### src/hdl/srfp_pkg.sv
// Shared types and constants for the stepper ramp frame pulser.
package srfp_pkg;

    localparam logic [7:0]  HDR_DIR0       = 8'hFF;
    localparam logic [7:0]  HDR_DIR1       = 8'hFE;
    localparam logic [15:0] INTERVAL_RESET = 16'd10000;
    localparam int          DIV_W          = 16;
    localparam int          DSR_W          = 8;

    typedef enum logic [1:0] {
        REPLY_OK   = 2'd0,
        REPLY_CRC  = 2'd1,
        REPLY_DONE = 2'd2
    } reply_code_t;

    typedef struct packed {
        logic       mode;
        logic [7:0] rx_byte;
    } in_word_t;

    typedef struct packed {
        logic       reply_valid;
        logic [1:0] reply_code;
        logic       step_clock;
        logic       direction;
        logic       running;
    } out_word_t;

    typedef enum logic [3:0] {
        S_IDLE,
        S_DECODE,
        S_INC_WAIT,
        S_TICK_CHK,
        S_RATE,
        S_DIV_WAIT,
        S_OUT
    } state_t;

    typedef struct packed {
        logic load_item;
        logic do_byte;
        logic inc_start;
        logic inc_load;
        logic tick_dec;
        logic rate_calc;
        logic reload_int;
        logic div_start;
        logic apply;
        logic out_load;
    } ctrl_cmd_t;

    typedef struct packed {
        logic item_mode;
        logic run;
        logic start_inc;
        logic cd_zero;
        logic rate_zero;
        logic div_done;
        logic slot_free;
    } dp_status_t;

endpackage

### src/hdl/srfp_div.sv
// Restoring divider, one quotient bit per cycle.
module srfp_div
(
    input  logic                       clk,
    input  logic                       rst_n,
    input  logic                       start,
    input  logic [srfp_pkg::DIV_W-1:0] dividend,
    input  logic [srfp_pkg::DSR_W-1:0] divisor,
    output logic                       done,
    output logic [srfp_pkg::DIV_W-1:0] quotient
);

    localparam int CNT_W = $clog2(srfp_pkg::DIV_W + 1);

    logic                       busy_reg, busy_next;
    logic                       done_reg, done_next;
    logic [CNT_W-1:0]           cnt_reg, cnt_next;
    logic [srfp_pkg::DIV_W-1:0] dvd_reg, dvd_next;
    logic [srfp_pkg::DSR_W-1:0] dsr_reg, dsr_next;
    logic [srfp_pkg::DSR_W-1:0] rem_reg, rem_next;
    logic [srfp_pkg::DSR_W:0]   shifted;
    logic [srfp_pkg::DSR_W:0]   diff;
    logic                       fits;

    assign shifted = {rem_reg, dvd_reg[srfp_pkg::DIV_W-1]};
    assign diff    = shifted - {1'b0, dsr_reg};
    assign fits    = shifted >= {1'b0, dsr_reg};

    always_comb
    begin
        busy_next = busy_reg;
        done_next = 1'b0;
        cnt_next  = cnt_reg;
        dvd_next  = dvd_reg;
        dsr_next  = dsr_reg;
        rem_next  = rem_reg;
        if (start)
        begin
            busy_next = 1'b1;
            cnt_next  = CNT_W'(srfp_pkg::DIV_W);
            dvd_next  = dividend;
            dsr_next  = divisor;
            rem_next  = '0;
        end
        else if (busy_reg)
        begin
            rem_next = fits ? diff[srfp_pkg::DSR_W-1:0] : shifted[srfp_pkg::DSR_W-1:0];
            dvd_next = {dvd_reg[srfp_pkg::DIV_W-2:0], fits};
            cnt_next = cnt_reg - CNT_W'(1);
            if (cnt_reg == CNT_W'(1))
            begin
                busy_next = 1'b0;
                done_next = 1'b1;
            end
        end
    end

    always_ff @(posedge clk or negedge rst_n)
    begin
        if (!rst_n)
        begin
            busy_reg <= 1'b0;
            done_reg <= 1'b0;
            cnt_reg  <= '0;
        end
        else
        begin
            busy_reg <= busy_next;
            done_reg <= done_next;
            cnt_reg  <= cnt_next;
        end
    end

    always_ff @(posedge clk)
    begin
        dvd_reg <= dvd_next;
        dsr_reg <= dsr_next;
        rem_reg <= rem_next;
    end

    assign done     = done_reg;
    assign quotient = dvd_reg;

endmodule

### src/hdl/srfp_dp.sv
// Datapath: frame capture, ramp state, rate and pacing arithmetic, output register.
module srfp_dp
(
    input  logic                 clk,
    input  logic                 rst_n,
    input  srfp_pkg::ctrl_cmd_t  cmd,
    output srfp_pkg::dp_status_t status,
    input  srfp_pkg::in_word_t   in_word,
    input  logic                 cfg_valid,
    input  logic [15:0]          cfg_word,
    output logic                 out_valid,
    input  logic                 out_stall,
    output srfp_pkg::out_word_t  out_word
);

    logic                mode_reg;
    logic [7:0]          byte_reg;
    logic [15:0]         interval_reg, interval_next;
    logic [2:0]          pos_reg, pos_next;
    logic [7:0]          a_reg, a_next;
    logic [7:0]          n_reg, n_next;
    logic [7:0]          b_reg, b_next;
    logic [7:0]          inc_reg, inc_next;
    logic [7:0]          rate_reg, rate_next;
    logic                dir_reg, dir_next;
    logic [8:0]          step_reg, step_next;
    logic [7:0]          pulse_reg, pulse_next;
    logic [15:0]         cd_reg, cd_next;
    logic                lvl_reg, lvl_next;
    logic                run_reg, run_next;
    logic                rv_reg, rv_next;
    logic [1:0]          rc_reg, rc_next;
    logic                ov_reg, ov_next;
    srfp_pkg::out_word_t ow_reg;

    logic [8:0]  diff;
    logic        diff_neg;
    logic [8:0]  mag;
    logic        div_start;
    logic [15:0] div_dividend;
    logic [7:0]  div_divisor;
    logic        div_done;
    logic [15:0] div_quot;
    logic [15:0] prod;
    logic [7:0]  pulse_inc;
    logic [8:0]  step_inc;
    logic        slot_free;

    assign diff     = {1'b0, b_reg} - {1'b0, a_reg};
    assign diff_neg = diff[8];
    assign mag      = diff_neg ? (9'd0 - diff) : diff;
    assign prod     = inc_reg * step_reg[7:0];

    assign div_start    = cmd.inc_start | cmd.div_start;
    assign div_dividend = cmd.inc_start ? {8'd0, mag[7:0]} : interval_reg;
    assign div_divisor  = cmd.inc_start ? n_reg : rate_reg;

    srfp_div u_div
    (
        .clk      (clk),
        .rst_n    (rst_n),
        .start    (div_start),
        .dividend (div_dividend),
        .divisor  (div_divisor),
        .done     (div_done),
        .quotient (div_quot)
    );

    assign pulse_inc = pulse_reg + 8'd1;
    assign step_inc  = step_reg + 9'd1;
    assign slot_free = !ov_reg || !out_stall;

    assign status.item_mode = mode_reg;
    assign status.run       = run_reg;
    assign status.start_inc = !mode_reg && !run_reg && (pos_reg == 3'd4)
                              && ((a_reg ^ n_reg ^ b_reg) == byte_reg);
    assign status.cd_zero   = (cd_reg == 16'd0);
    assign status.rate_zero = (rate_reg == 8'd0);
    assign status.div_done  = div_done;
    assign status.slot_free = slot_free;

    always_comb
    begin
        interval_next = cfg_valid ? cfg_word : interval_reg;
        pos_next   = pos_reg;
        a_next     = a_reg;
        n_next     = n_reg;
        b_next     = b_reg;
        inc_next   = inc_reg;
        rate_next  = rate_reg;
        dir_next   = dir_reg;
        step_next  = step_reg;
        pulse_next = pulse_reg;
        cd_next    = cd_reg;
        lvl_next   = lvl_reg;
        run_next   = run_reg;
        rv_next    = rv_reg;
        rc_next    = rc_reg;
        ov_next    = ov_reg && out_stall;

        if (cmd.load_item)
        begin
            rv_next = 1'b0;
            rc_next = srfp_pkg::REPLY_OK;
        end

        if (cmd.do_byte && !run_reg)
        begin
            case (pos_reg)
                3'd0:
                begin
                    if (byte_reg == srfp_pkg::HDR_DIR0 || byte_reg == srfp_pkg::HDR_DIR1)
                    begin
                        dir_next = (byte_reg == srfp_pkg::HDR_DIR1);
                        pos_next = 3'd1;
                    end
                end
                3'd1:
                begin
                    a_next   = byte_reg;
                    pos_next = 3'd2;
                end
                3'd2:
                begin
                    n_next   = byte_reg;
                    pos_next = 3'd3;
                end
                3'd3:
                begin
                    b_next   = byte_reg;
                    pos_next = 3'd4;
                end
                3'd4:
                begin
                    pos_next = 3'd0;
                    rv_next  = 1'b1;
                    if ((a_reg ^ n_reg ^ b_reg) == byte_reg)
                    begin
                        rc_next    = srfp_pkg::REPLY_OK;
                        run_next   = 1'b1;
                        step_next  = 9'd0;
                        pulse_next = 8'd0;
                        cd_next    = 16'd0;
                    end
                    else
                    begin
                        rc_next = srfp_pkg::REPLY_CRC;
                    end
                end
                default:
                begin
                    pos_next = 3'd0;
                end
            endcase
        end

        if (cmd.inc_load)
        begin
            if (n_reg == 8'd0)
                inc_next = 8'd0;
            else
                inc_next = diff_neg ? (8'd0 - div_quot[7:0]) : div_quot[7:0];
        end

        if (cmd.tick_dec && (cd_reg != 16'd0))
            cd_next = cd_reg - 16'd1;

        if (cmd.rate_calc)
            rate_next = a_reg + prod[7:0];

        if (cmd.reload_int)
            cd_next = interval_reg;

        if (cmd.apply)
        begin
            cd_next  = div_quot;
            lvl_next = !lvl_reg;
            if (pulse_inc >= rate_reg)
            begin
                pulse_next = 8'd0;
                step_next  = step_inc;
                if ({1'b0, step_inc} >= ({2'b00, n_reg} + 10'd2))
                begin
                    run_next = 1'b0;
                    pos_next = 3'd0;
                    rv_next  = 1'b1;
                    rc_next  = srfp_pkg::REPLY_DONE;
                end
            end
            else
            begin
                pulse_next = pulse_inc;
            end
        end

        if (cmd.out_load)
            ov_next = 1'b1;
    end

    always_ff @(posedge clk or negedge rst_n)
    begin
        if (!rst_n)
        begin
            interval_reg <= srfp_pkg::INTERVAL_RESET;
            pos_reg      <= 3'd0;
            dir_reg      <= 1'b1;
            step_reg     <= 9'd0;
            pulse_reg    <= 8'd0;
            cd_reg       <= 16'd0;
            lvl_reg      <= 1'b1;
            run_reg      <= 1'b0;
            rv_reg       <= 1'b0;
            rc_reg       <= srfp_pkg::REPLY_OK;
            ov_reg       <= 1'b0;
        end
        else
        begin
            interval_reg <= interval_next;
            pos_reg      <= pos_next;
            dir_reg      <= dir_next;
            step_reg     <= step_next;
            pulse_reg    <= pulse_next;
            cd_reg       <= cd_next;
            lvl_reg      <= lvl_next;
            run_reg      <= run_next;
            rv_reg       <= rv_next;
            rc_reg       <= rc_next;
            ov_reg       <= ov_next;
        end
    end

    always_ff @(posedge clk)
    begin
        if (cmd.load_item)
        begin
            mode_reg <= in_word.mode;
            byte_reg <= in_word.rx_byte;
        end
        a_reg    <= a_next;
        n_reg    <= n_next;
        b_reg    <= b_next;
        inc_reg  <= inc_next;
        rate_reg <= rate_next;
        if (cmd.out_load)
        begin
            ow_reg.reply_valid <= rv_reg;
            ow_reg.reply_code  <= rc_reg;
            ow_reg.step_clock  <= lvl_reg;
            ow_reg.direction   <= dir_reg;
            ow_reg.running     <= run_reg;
        end
    end

    assign out_valid = ov_reg;
    assign out_word  = ow_reg;

endmodule

### src/hdl/srfp_ctrl.sv
// Controller: sequences one input word at a time through the datapath.
module srfp_ctrl
(
    input  logic                 clk,
    input  logic                 rst_n,
    input  logic                 in_valid,
    output logic                 in_stall,
    input  srfp_pkg::dp_status_t status,
    output srfp_pkg::ctrl_cmd_t  cmd
);

    srfp_pkg::state_t state_reg, state_next;

    always_comb
    begin
        state_next = state_reg;
        case (state_reg)
            srfp_pkg::S_IDLE:
            begin
                if (in_valid)
                    state_next = srfp_pkg::S_DECODE;
            end
            srfp_pkg::S_DECODE:
            begin
                if (!status.item_mode)
                    state_next = status.start_inc ? srfp_pkg::S_INC_WAIT : srfp_pkg::S_OUT;
                else
                    state_next = status.run ? srfp_pkg::S_TICK_CHK : srfp_pkg::S_OUT;
            end
            srfp_pkg::S_INC_WAIT:
            begin
                if (status.div_done)
                    state_next = srfp_pkg::S_OUT;
            end
            srfp_pkg::S_TICK_CHK:
            begin
                state_next = status.cd_zero ? srfp_pkg::S_RATE : srfp_pkg::S_OUT;
            end
            srfp_pkg::S_RATE:
            begin
                state_next = status.rate_zero ? srfp_pkg::S_OUT : srfp_pkg::S_DIV_WAIT;
            end
            srfp_pkg::S_DIV_WAIT:
            begin
                if (status.div_done)
                    state_next = srfp_pkg::S_OUT;
            end
            srfp_pkg::S_OUT:
            begin
                if (status.slot_free)
                    state_next = srfp_pkg::S_IDLE;
            end
            default:
            begin
                state_next = srfp_pkg::S_IDLE;
            end
        endcase
    end

    always_comb
    begin
        cmd      = '0;
        in_stall = 1'b1;
        case (state_reg)
            srfp_pkg::S_IDLE:
            begin
                in_stall      = 1'b0;
                cmd.load_item = in_valid;
            end
            srfp_pkg::S_DECODE:
            begin
                cmd.do_byte   = !status.item_mode;
                cmd.inc_start = !status.item_mode && status.start_inc;
                cmd.tick_dec  = status.item_mode && status.run;
            end
            srfp_pkg::S_INC_WAIT:
            begin
                cmd.inc_load = status.div_done;
            end
            srfp_pkg::S_TICK_CHK:
            begin
                cmd.rate_calc = status.cd_zero;
            end
            srfp_pkg::S_RATE:
            begin
                cmd.reload_int = status.rate_zero;
                cmd.div_start  = !status.rate_zero;
            end
            srfp_pkg::S_DIV_WAIT:
            begin
                cmd.apply = status.div_done;
            end
            srfp_pkg::S_OUT:
            begin
                cmd.out_load = status.slot_free;
            end
            default:
            begin
                cmd = '0;
            end
        endcase
    end

    always_ff @(posedge clk or negedge rst_n)
    begin
        if (!rst_n)
            state_reg <= srfp_pkg::S_IDLE;
        else
            state_reg <= state_next;
    end

endmodule

### src/hdl/stepper_ramp_frame_pulser_core.sv
// Top level of the stepper ramp frame pulser: controller, datapath and assertions.
// Each input word is either a received byte or a one-microsecond tick, and each gives exactly
// one output word with the reply and the step clock, direction and running pin levels. Words
// are taken one at a time: a byte or idle tick passes decode and output, a tick that only
// counts down also the tick check, a tick ending its interval also the rate step and, unless
// the rate is zero, the shared restoring divider forming interval_ticks / rate. The fifth
// byte of a good frame waits while the same divider forms the ramp increment. An output
// word waiting on out_stall delays only the following word's completion. The interval
// register can be written at any time the block is idle; cfg_ready is always high.
module stepper_ramp_frame_pulser_core
(
    input  logic                clk,
    input  logic                rst_n,
    input  logic                in_valid,
    output logic                in_stall,
    input  srfp_pkg::in_word_t  in_word,
    output logic                out_valid,
    input  logic                out_stall,
    output srfp_pkg::out_word_t out_word,
    input  logic                cfg_valid,
    output logic                cfg_ready,
    input  logic [15:0]         cfg_word
);

    srfp_pkg::ctrl_cmd_t  cmd;
    srfp_pkg::dp_status_t status;

    assign cfg_ready = 1'b1;

    srfp_ctrl u_ctrl
    (
        .clk      (clk),
        .rst_n    (rst_n),
        .in_valid (in_valid),
        .in_stall (in_stall),
        .status   (status),
        .cmd      (cmd)
    );

    srfp_dp u_dp
    (
        .clk       (clk),
        .rst_n     (rst_n),
        .cmd       (cmd),
        .status    (status),
        .in_word   (in_word),
        .cfg_valid (cfg_valid && cfg_ready),
        .cfg_word  (cfg_word),
        .out_valid (out_valid),
        .out_stall (out_stall),
        .out_word  (out_word)
    );

    a_busy_after_accept: assert property (@(posedge clk) disable iff (!rst_n)
        (in_valid && !in_stall) |=> in_stall)
        else $error("input accepted while idle state did not advance");

    a_code_zero_without_reply: assert property (@(posedge clk) disable iff (!rst_n)
        out_valid |-> (out_word.reply_valid || out_word.reply_code == srfp_pkg::REPLY_OK))
        else $error("reply code set without reply");

    a_out_from_busy: assert property (@(posedge clk) disable iff (!rst_n)
        $rose(out_valid) |-> $past(in_stall))
        else $error("output word appeared without an item in work");

    a_one_load_per_item: assert property (@(posedge clk) disable iff (!rst_n)
        cmd.out_load |=> !cmd.out_load)
        else $error("output loaded twice for one item");

endmodule

### config.mk
export PLATFORM = sky130hd
export DESIGN_NAME = stepper_ramp_frame_pulser_core
export DESIGN_NICKNAME = d
export VERILOG_FILES = /design/src/hdl/srfp_pkg.sv /design/src/hdl/srfp_div.sv /design/src/hdl/srfp_dp.sv /design/src/hdl/srfp_ctrl.sv /design/src/hdl/stepper_ramp_frame_pulser_core.sv
export SDC_FILE = /design/constraint.sdc
export NUM_CORES = 1
export LEC_CHECK = 0
export BUFFER_PORTS_ARGS = -buffer_cell sky130_fd_sc_hd__buf_2
export CORE_MARGIN = 8
export CORE_UTILIZATION = 60
export CTS_BUF_LIST = sky130_fd_sc_hd__clkbuf_8 sky130_fd_sc_hd__clkbuf_16
export CTS_CLUSTER_DIAMETER = 80
export CTS_CLUSTER_SIZE = 12
export DETAILED_ROUTE_END_ITERATION = 6
export PLACE_DENSITY = 0.78
export SYNTH_ARGS = -nofsm -noshare
export SYNTH_HDL_FRONTEND = slang
export SYNTH_HIERARCHICAL = 1
export SYNTH_SLANG_ARGS = --single-unit
### constraint.sdc
create_clock -name clk -period 9.34 [get_ports clk]
set_input_delay 1.868 -clock clk [delete_from_list [all_inputs] [get_ports clk]]
set_output_delay 1.868 -clock clk [all_outputs]
set_load 0.02 [all_outputs]
* After elaboration in Yosys (flattened, before gate mapping)
Index checks and enable logic that the tools add are counted.
Word-level totals: register bits after elaboration 157, output and inout port bits 9, input bits 30, logic and storage cells 176
Operators by class: muxes and demuxes 75, reductions and logical operators 37, eq/ne operators 17, $mul 1, bitwise gates (word level) 3, order comparisons 3, add/sub/neg operators 10
Operators by type and width (number):
- two-way mux 16 bit | 9
- two-way mux 8 bit | 9
- two-way mux 9 bit | 5
- two-way mux 1 bit | 27
- one-hot mux 4 bit (6 select lines) | 1
- two-way mux 3 bit | 7
- two-way mux 2 bit | 10
- equality test 8 bit (second input constant) | 2
- logical NOT 16 bit | 1
- logical NOT 8 bit | 2
- two-way mux 4 bit | 4
- nonzero test 16 bit | 1
- subtractor 1 x 8 -> 8 bit (first input constant) | 2
- subtractor 16 x 1 -> 16 bit (second input constant) | 1
- XOR 8 bit | 2
- equality test 4 x 3 -> 1 bit (second input constant) | 3
- one-hot mux 3 bit (4 select lines) | 1
- AND reduction 3 bit | 4
- nonzero test 4 bit | 3
- greater-or-equal comparator 9 x 10 -> 1 bit | 1
- two-way mux 5 bit | 2
- adder 8 x 2 -> 9 bit (second input constant) | 1
- adder 9 x 1 -> 9 bit (second input constant) | 1
- greater-or-equal comparator 9 x 8 -> 1 bit | 1
- 25 further kinds | 46

* Logic depth before layout (Yosys ltp)
Gate-level depths: netlist (run 1).
depth after elaboration 11, depth in mapped cells 16, depth with buffers taken out 14

* Cells and area by module
Netlist (run 1), hierarchy kept.
Modules (own cells, without submodules):
- srfp_dp | sequential area each 3136.8 um^2, instances 1, cells an instance 718, area an instance 7480.9 um^2
- srfp_div | sequential area each 1056.0 um^2, instances 1, cells an instance 168, area an instance 2024.4 um^2
- srfp_ctrl | sequential area each 75.1 um^2, instances 1, cells an instance 42, area an instance 329.1 um^2
- stepper_ramp_frame_pulser_core | sequential area each 0.0 um^2, instances 1, cells an instance 2, area an instance 11.3 um^2

* Worst setup path after synthesis (run 1)
OpenSTA, ideal clock, no wires.
kind reg2reg, start register u_dp.step_reg[0], end register u_dp.rate_reg[7] (data pin), path buffers 1, required time 9.080 ns, setup time 0.260 ns, arrival 3.466 ns, path slack 5.614 ns, stages on the path, launching flop included 14, clock period less this slack 3.726 ns, cell sequence dfrtp_1 > clkbuf_1 > nand2_1 > fa_1 > inv_1 > fa_1 > inv_1 > fa_1 > fa_1 > inv_1 > ha_1 > a21oi_1 > xnor2_1 > xnor2_1
Between the ends: word-level cells in the longest chain between the ends 2
Ends and longest elaborated chain:
- from (decl) | line srfp_dp.sv:26 | logic [8:0] step_reg, step_next;
- from (signal assigned) | line srfp_dp.sv:221 | step_reg <= step_next;
- multiplier 8 x 8 -> 8 bit | line srfp_dp.sv:52 | assign prod = inc_reg * step_reg[7:0];
- adder 8 bit | line srfp_dp.sv:169 | rate_next = a_reg + prod[7:0];
- to (signal assigned) | line srfp_dp.sv:243 | rate_reg <= rate_next;
- to (decl) | line srfp_dp.sv:24 | logic [7:0] rate_reg, rate_next;
Every way passes these cells. A chain may end at the register's enable or synchronous reset.

==> metrics.md, run 1 <==
| Metric | Value |
|---|---|
| Die X | `144 um` |
| Most common flop cell mapped by yosys | `edfxtp_1` |
| Met1 Use GR | `0.277` |
| Mapped Area | `0.00985 sq mm` |
| Multi-input logic area | `0.00508 sq mm` |
| ANT cells | `0` |
| Met3 usage | `0.0419` |
| Clk_skew | `0.0103 ns` |
| TritonCTS clock tree | `done` |
| Final setup vio count | `0` |
| Flops & latches, synth | `156` |
| Worst VDD drop | `0.000208 V` |
| Hold crit path type | `flip-flop to flip-flop` |
| Post-CTS setup buffers | `0` |
| Fmax | `244 MHz` |
| Startpoint Class | `flip-flop` |
| Transition time of the tightest slew-check pin | `0.995 ns` |
| Post-synthesis cell count | `930` |
| WL per Instance | `17.7 um` |
| Largest net degree at the start of global routing | `70` |
| RePlAce Congestion | `0.877` |
| Post-synth ARST share | `0.442` |
| CORE AREA | `0.0163 sq mm` |
| Logic pwr share | `0.336` |
| Flip-flop and latch area | `0.00427 sq mm` |
| Post-DRT Antenna Nets | `0` |
| Clock sink count | `156` |
| Cts bufs inserted | `17` |
| Io pins | `39` |
| Cell internal pwr | `1.69 mW` |
| CP Cell Sequence | `xor2_1 > xnor2_1 > nor4_2 > nand2_1 > nor4_1 > nand2b_1 > nor3_2 > buf_4 > or2_2 > nor2_1 > inv_1` |
| # rows | `47` |
| Root buffer cell | `clkbuf_16` |
| Max-cap violations | `0` |
| Synth cell types | `82` |
| Post-route insts no fill | `1,185` |
| Gr usage total | `0.217` |
| CTS Buffer Depth | `2` |
| WL final | `20.9 mm` |
| Initial Utilization | `0.604` |
| Post-synth top area cell | `edfxtp_1` |
| CP top delay family | `simple AND/OR/NAND/NOR gates` |
| Critical Path Start | `u_dp/a_reg[7]` |
| Slew Viols, Final | `0` |
| Drc violations | `0` |
| DP HPWL | `15.4 mm` |
| Area Overhead vs Synth | `8.49%` |
| Number of synthesized flops with an enable pin | `79` |
| GRT busiest layer | `met2` |
| R2R Path Start | `u_dp/a_reg[7]` |
| Critical path class | `flip-flop to flip-flop` |
| Total placed instance area | `0.0101 sq mm` |
| # fillers | `1,233` |
| Tmin final | `4.09 ns` |
| Net Switching | `926 uW` |
| TritonRoute pass-1 iters | `5` |
| Top cells by area, synth | `edfxtp_1, dfrtp_1, ha_1, xnor2_1, mux2_2` |
| TNS Setup | `0 ns` |
| Vias after detailed routing | `6,837` |
| Antenna violations before repair | `0` |
| Layout cells sized above 1 | `0.155` |
| Die area | `0.0208 sq mm` |
| Register share of total power | `0.411` |
| Pre-CTS setup slack | `5.30 ns` |
| Hold path start | `u_dp/rv_reg` |
| Syn nets | `1,039` |
| Yosys top cell area share | `0.241` |
| Grt met2 use | `0.357` |
| Final hold violation count | `0` |
| Initial DRC count | `635` |
| Worst setup margin | `5.25 ns` |
| Sequential area share after synthesis | `0.433` |
| Htree depth | `4` |
| Worst setup EP type | `flip-flop` |
| Max incr delay on CP | `0.74 ns` |
| RSZ-0062 raised after global routing | `false` |
| Fin crit share | `0.438` |
| Outcome | `complete, no violations` |
| GRT Residual Overflow | `0` |
| Syn_area_per_cell | `10.6 sq um` |
| Skew-Pair Late Insertion Delay | `0.43 ns` |
| Warnings from Yosys | `6` |
| Final Cell Area | `0.0107 sq mm` |
| First-pass GRT wire length | `34.7 mm` |
| Dpl cells | `1,153` |
| Sw frac | `0.354` |
| Vias/cell | `5.77` |
| Vias in the first global route | `6,878` |
| CP Max Fanout | `36` |
| Fin nets | `1,061` |
| Pwr Density | `245 mW/mm^2` |
| Slew margin rel. | `0.334` |
| Critical path required time | `9.40 ns` |
| Bufs and invs on worst path | `2` |
| Hold_buf cts | `0` |
| Die Span Y | `144 um` |
| Power Total | `2.61 mW` |
| Reg clk slew, reported paths | `0.07 ns` |
| Port Buf Inserts | `37` |
| Clock power share | `0.253` |
| Leak Pwr | `4.61 nW` |
| Crit path DAT | `4.15 ns` |
| # resized after CTS | `0` |
| Critical path's slowest cell | `or2_2` |
-- worst register-to-register path, delay by kind of cell, from the launching register on --
family / cells / cell delay [ns]
xor gates and xnor gates: 2 / 0.36
and+or+nand+nor: 7 / 1.96
DFF: 1 / 0.49
buffers and inverters: 2 / 0.90
-- cell type report --
type	instances	share of cell area
Multi-Input combinational cell	663	0.476
Sequential cell	156	0.400
Clock buffer	17	0.0398
Tap cell	220	0.0258
Inverter	73	0.0257
Timing Repair Buffer	41	0.0204
Clock inverter	15	0.0128
-- metal layers --
metal | part of all wire | routed length [um]
met5 | 0 | 0
met1 | 0.43 | 9060
met2 | 0.49 | 10300
met4 | 0.023 | 473
met3 | 0.052 | 1100
-- through the flow --
stage / utilization / hold slack (ns)
6_report: 0.656 / 0.460
5_1_grt: 0.656 / 0.466
4_1_cts: 0.656 / 0.457
3_5_place_dp: 0.621 / 0.433
3_3_place_gp: 0.621 / 0.435
2_1_floorplan: - / 0.425
-- kinds of logic (layout without fill, tap and decap cells) --
kind of cell             after synthesis  in the layout  synth area share
other                                  1              1          0.000381
AO/OA/AOI/OAI                        150            150             0.110
buffers and inverters                111            146            0.0513
flip-flops                           156            156             0.433
multiplexers                          48             48            0.0541
adder cells (fa/ha/maj)               79             79             0.116
AND/OR/NAND/NOR                      290            290             0.150
XOR/XNOR                              95             95            0.0845
-- final timing paths --
path                                     endpoint  slack [ns]  cells past startpoint
min in group asynchronous        u_dp/step_reg[7]        1.52                      1
max in group asynchronous    u_dp/interval_reg[7]        7.15                      1
max reg2reg                u_dp/u_div/quotient[2]        5.25                     11
max                        u_dp/u_div/quotient[2]        5.25                     11
min reg2reg                      u_dp/out_word[5]        0.46                      0
min                              u_dp/out_word[5]        0.46                      0
-- power groups by stage --
stage / logic (mW) / clock network (mW) / registers, mW
after global routing: 0.977 / 0.702 / 1.09
after floorplan: 0.766 / 0 / 1.02
after CTS: 0.881 / 0.672 / 1.07
after global placement: 0.849 / 0 / 1.08
after detailed placement: 0.871 / 0 / 1.08
final: 0.878 / 0.662 / 1.07
-- cells in the final DEF (no fill, tap or decap), types with 18 or more instances in the layout --
master | synthesis | layout
edfxtp_1 | 79 | 79
inv_1 | 73 | 75
nor2_1 | 74 | 73
nand2_1 | 71 | 71
xnor2_1 | 63 | 63
dfrtp_1 | 62 | 62
ha_1 | 59 | 59
mux2_2 | 38 | 38
buf_2 | 8 | 36
a21oi_1 | 32 | 32
xor2_1 | 32 | 32
o21ai_0 | 28 | 28
fa_1 | 20 | 20
nand3_1 | 19 | 19
nor2b_1 | 18 | 18
-- cells in the mapped netlist (4+ instances only) --
cell type,number
inv_1,73
mux2_2,38
nand3_1,19
clkbuf_1,16
nor2_1,74
a22o_1,9
nand2b_1,16
mux2i_1,9
nor4_1,6
nand2_1,71
o21ai_0,28
buf_4,6
a211oi_1,4
a221o_1,11
and3_1,10
a22oi_1,11
nor3_1,18
nor4b_1,5
xor2_1,32
o21a_1,7
buf_6,4
fa_1,20
a31oi_1,4
nor2b_1,18
ha_1,59
or2_2,5
dfrtp_1,62
and2_1,15
buf_2,8
dfstp_2,7
nand4_1,5
dfxtp_1,8
a21oi_1,32
or4_1,5
edfxtp_1,79
xnor2_1,63
a21o_1,12
No activity file was read; power rests on OpenSTA's default activity.
==> run 2: changes to the inputs <==
- clock period: 9.34 -> 4 ns (I/O delays scaled with it)
==> metrics.md, run 2 (synthesis results as in run 1) <==
| Metric | Value |
|---|---|
| Outcome | `complete, no violations` |
| Die Span Y | `144 um` |
| First-pass GRT wire length | `35.0 mm` |
| Vias/cell | `5.80` |
| Clock sink count | `156` |
| Hold_buf cts | `0` |
| Port Buf Inserts | `37` |
| Drc violations | `0` |
| Area Overhead vs Synth | `9.18%` |
| Slew Viols, Final | `0` |
| Io pins | `39` |
| Leak Pwr | `4.65 nW` |
| Clock power share | `0.259` |
| # rows | `47` |
| Post-route insts no fill | `1,189` |
| Critical path required time | `4.18 ns` |
| Slew margin rel. | `0.352` |
| CTS Buffer Depth | `2` |
| DP HPWL | `14.6 mm` |
| Post-DRT Antenna Nets | `0` |
| Vias in the first global route | `7,015` |
| Largest net degree at the start of global routing | `70` |
| WL per Instance | `17.3 um` |
| Fin crit share | `0.929` |
| Most frequent cells in the layout | `edfxtp_1, inv_1, nor2_1` |
| RePlAce Congestion | `0.864` |
| ANT cells | `0` |
| Worst hold slack | `0.468 ns` |
| Sw frac | `0.349` |
| Reg2reg path depth | `12` |
| Cts bufs inserted | `17` |
| Layout cells sized above 1 | `0.161` |
| Reg clk slew, reported paths | `0.07 ns` |
| Cell internal pwr | `4.04 mW` |
| Initial DRC count | `481` |
| Critical path class | `flip-flop to flip-flop` |
| Worst setup EP type | `flip-flop` |
| Register share of total power | `0.400` |
| Hold crit path type | `input port to async pin` |
| GRT Residual Overflow | `0` |
| Max-cap violations | `0` |
| Commonest non-fill, non-tap cell in the layout | `edfxtp_1` |
| Fin nets | `1,065` |
| Worst R2R End | `u_dp/rate_reg[7]` |
| WL final | `20.5 mm` |
| R2R Path Start | `u_dp/step_reg[0]` |
| Crit path DAT | `3.89 ns` |
| Pwr Density | `577 mW/mm^2` |
| TNS Setup | `0 ns` |
| Post-CTS setup buffers | `0` |
| CP Max Fanout | `13` |
| Htree depth | `4` |
| Dpl cells | `1,157` |
| Antenna violations before repair | `0` |
| Skew-Pair Late Insertion Delay | `0.43 ns` |
| Vias after detailed routing | `6,902` |
| Net Switching | `2.16 mW` |
| Fmax | `269 MHz` |
| RSZ-0062 raised after global routing | `false` |
| Root buffer cell | `clkbuf_16` |
| Startpoint Class | `flip-flop` |
| Clk_skew | `0.0117 ns` |
| TritonCTS clock tree | `done` |
| Worst VDD drop | `0.000370 V` |
| Logic pwr share | `0.340` |
| Transition time of the tightest slew-check pin | `0.973 ns` |
| Tmin final | `3.72 ns` |
| Final hold violation count | `0` |
| Die X | `144 um` |
| TritonRoute pass-1 iters | `5` |
| Die area | `0.0208 sq mm` |
| Final setup vio count | `0` |
| CORE AREA | `0.0163 sq mm` |
| Reg-to-reg setup timing slack | `0.28 ns` |
| Initial Utilization | `0.604` |
| # fillers | `1,252` |
| Power Total | `6.20 mW` |
| Gr usage total | `0.215` |
==> run 2: stage by stage <==
step | setup WS, ns | cell area [sq um] | utilization
2_1_floorplan | 0.274 | 9850 | -
3_3_place_gp | 0.257 | 10200 | 0.624
3_5_place_dp | 0.178 | 10200 | 0.624
4_1_cts | 0.158 | 10700 | 0.660
5_1_grt | 0.0967 | 10700 | 0.660
6_report | 0.283 | 10700 | 0.660
==> run 2: power groups by stage <==
stage / clock (mW) / sequential [mW] / combinational (mW)
finish: 1.61 / 2.48 / 2.11
CTS: 1.63 / 2.48 / 2.11
global route: 1.69 / 2.54 / 2.34
detailed placement: 0 / 2.50 / 2.08
floorplan: 0 / 2.38 / 1.79
global placement: 0 / 2.50 / 2.02
==> run 2: worst max path at each step <==
stage	endpoint	cells past startpoint	start	slack (ns)
after detailed placement	u_dp/rate_reg[7]	12	u_dp/step_reg[0]	0.18
after CTS	u_dp/rate_reg[7]	12	u_dp/step_reg[0]	0.16
after global routing	u_dp/rate_reg[7]	12	u_dp/inc_reg[1]	0.1
after floorplan	u_dp/rate_reg[7]	13	u_dp/step_reg[0]	0.27
final	u_dp/rate_reg[7]	12	u_dp/step_reg[0]	0.28
after global placement	u_dp/rate_reg[7]	12	u_dp/step_reg[0]	0.26
==> run 2: area by class of cell <==
| type | count | area (sq um) | area share |
|---|---|---|---|
| multi-input combinational | 663 | 5080 | 0.473 |
| timing repair buffer | 45 | 260 | 0.0242 |
| sequential | 156 | 4270 | 0.397 |
| clock inverter | 14 | 145 | 0.0135 |
| clock buffer | 18 | 439 | 0.0409 |
| tap | 220 | 275 | 0.0256 |
| inverter | 73 | 274 | 0.0255 |
==> run 2: critical path, cell delays in order, from the launching register on <==
cell     delay [ns]
dfrtp_2        0.50
nand2_1        0.10
fa_1           0.51
inv_1          0.06
fa_1           0.50
inv_1          0.05
fa_1           0.46
fa_1           0.55
inv_1          0.05
ha_1           0.31
a21oi_1        0.16
xnor2_1        0.15
xnor2_1        0.08
==> run 2: repair_timing <==
action	4_1_cts	5_1_grt
setup endpoints to repair	0	1
resized for setup	0	2
hold endpoints to repair	0	0
==> run 2: routing by layer <==
layer / track usage / wire [um] / part of all wire / up-vias
met5: 0 / 0 / 0 / -
met2: 0.361 / 10000 / 0.49 / 163
met4: 0.0736 / 350 / 0.017 / 0
met1: 0.278 / 9380 / 0.46 / 3401
li1: - / - / - / 3308
met3: 0.0333 / 771 / 0.038 / 30
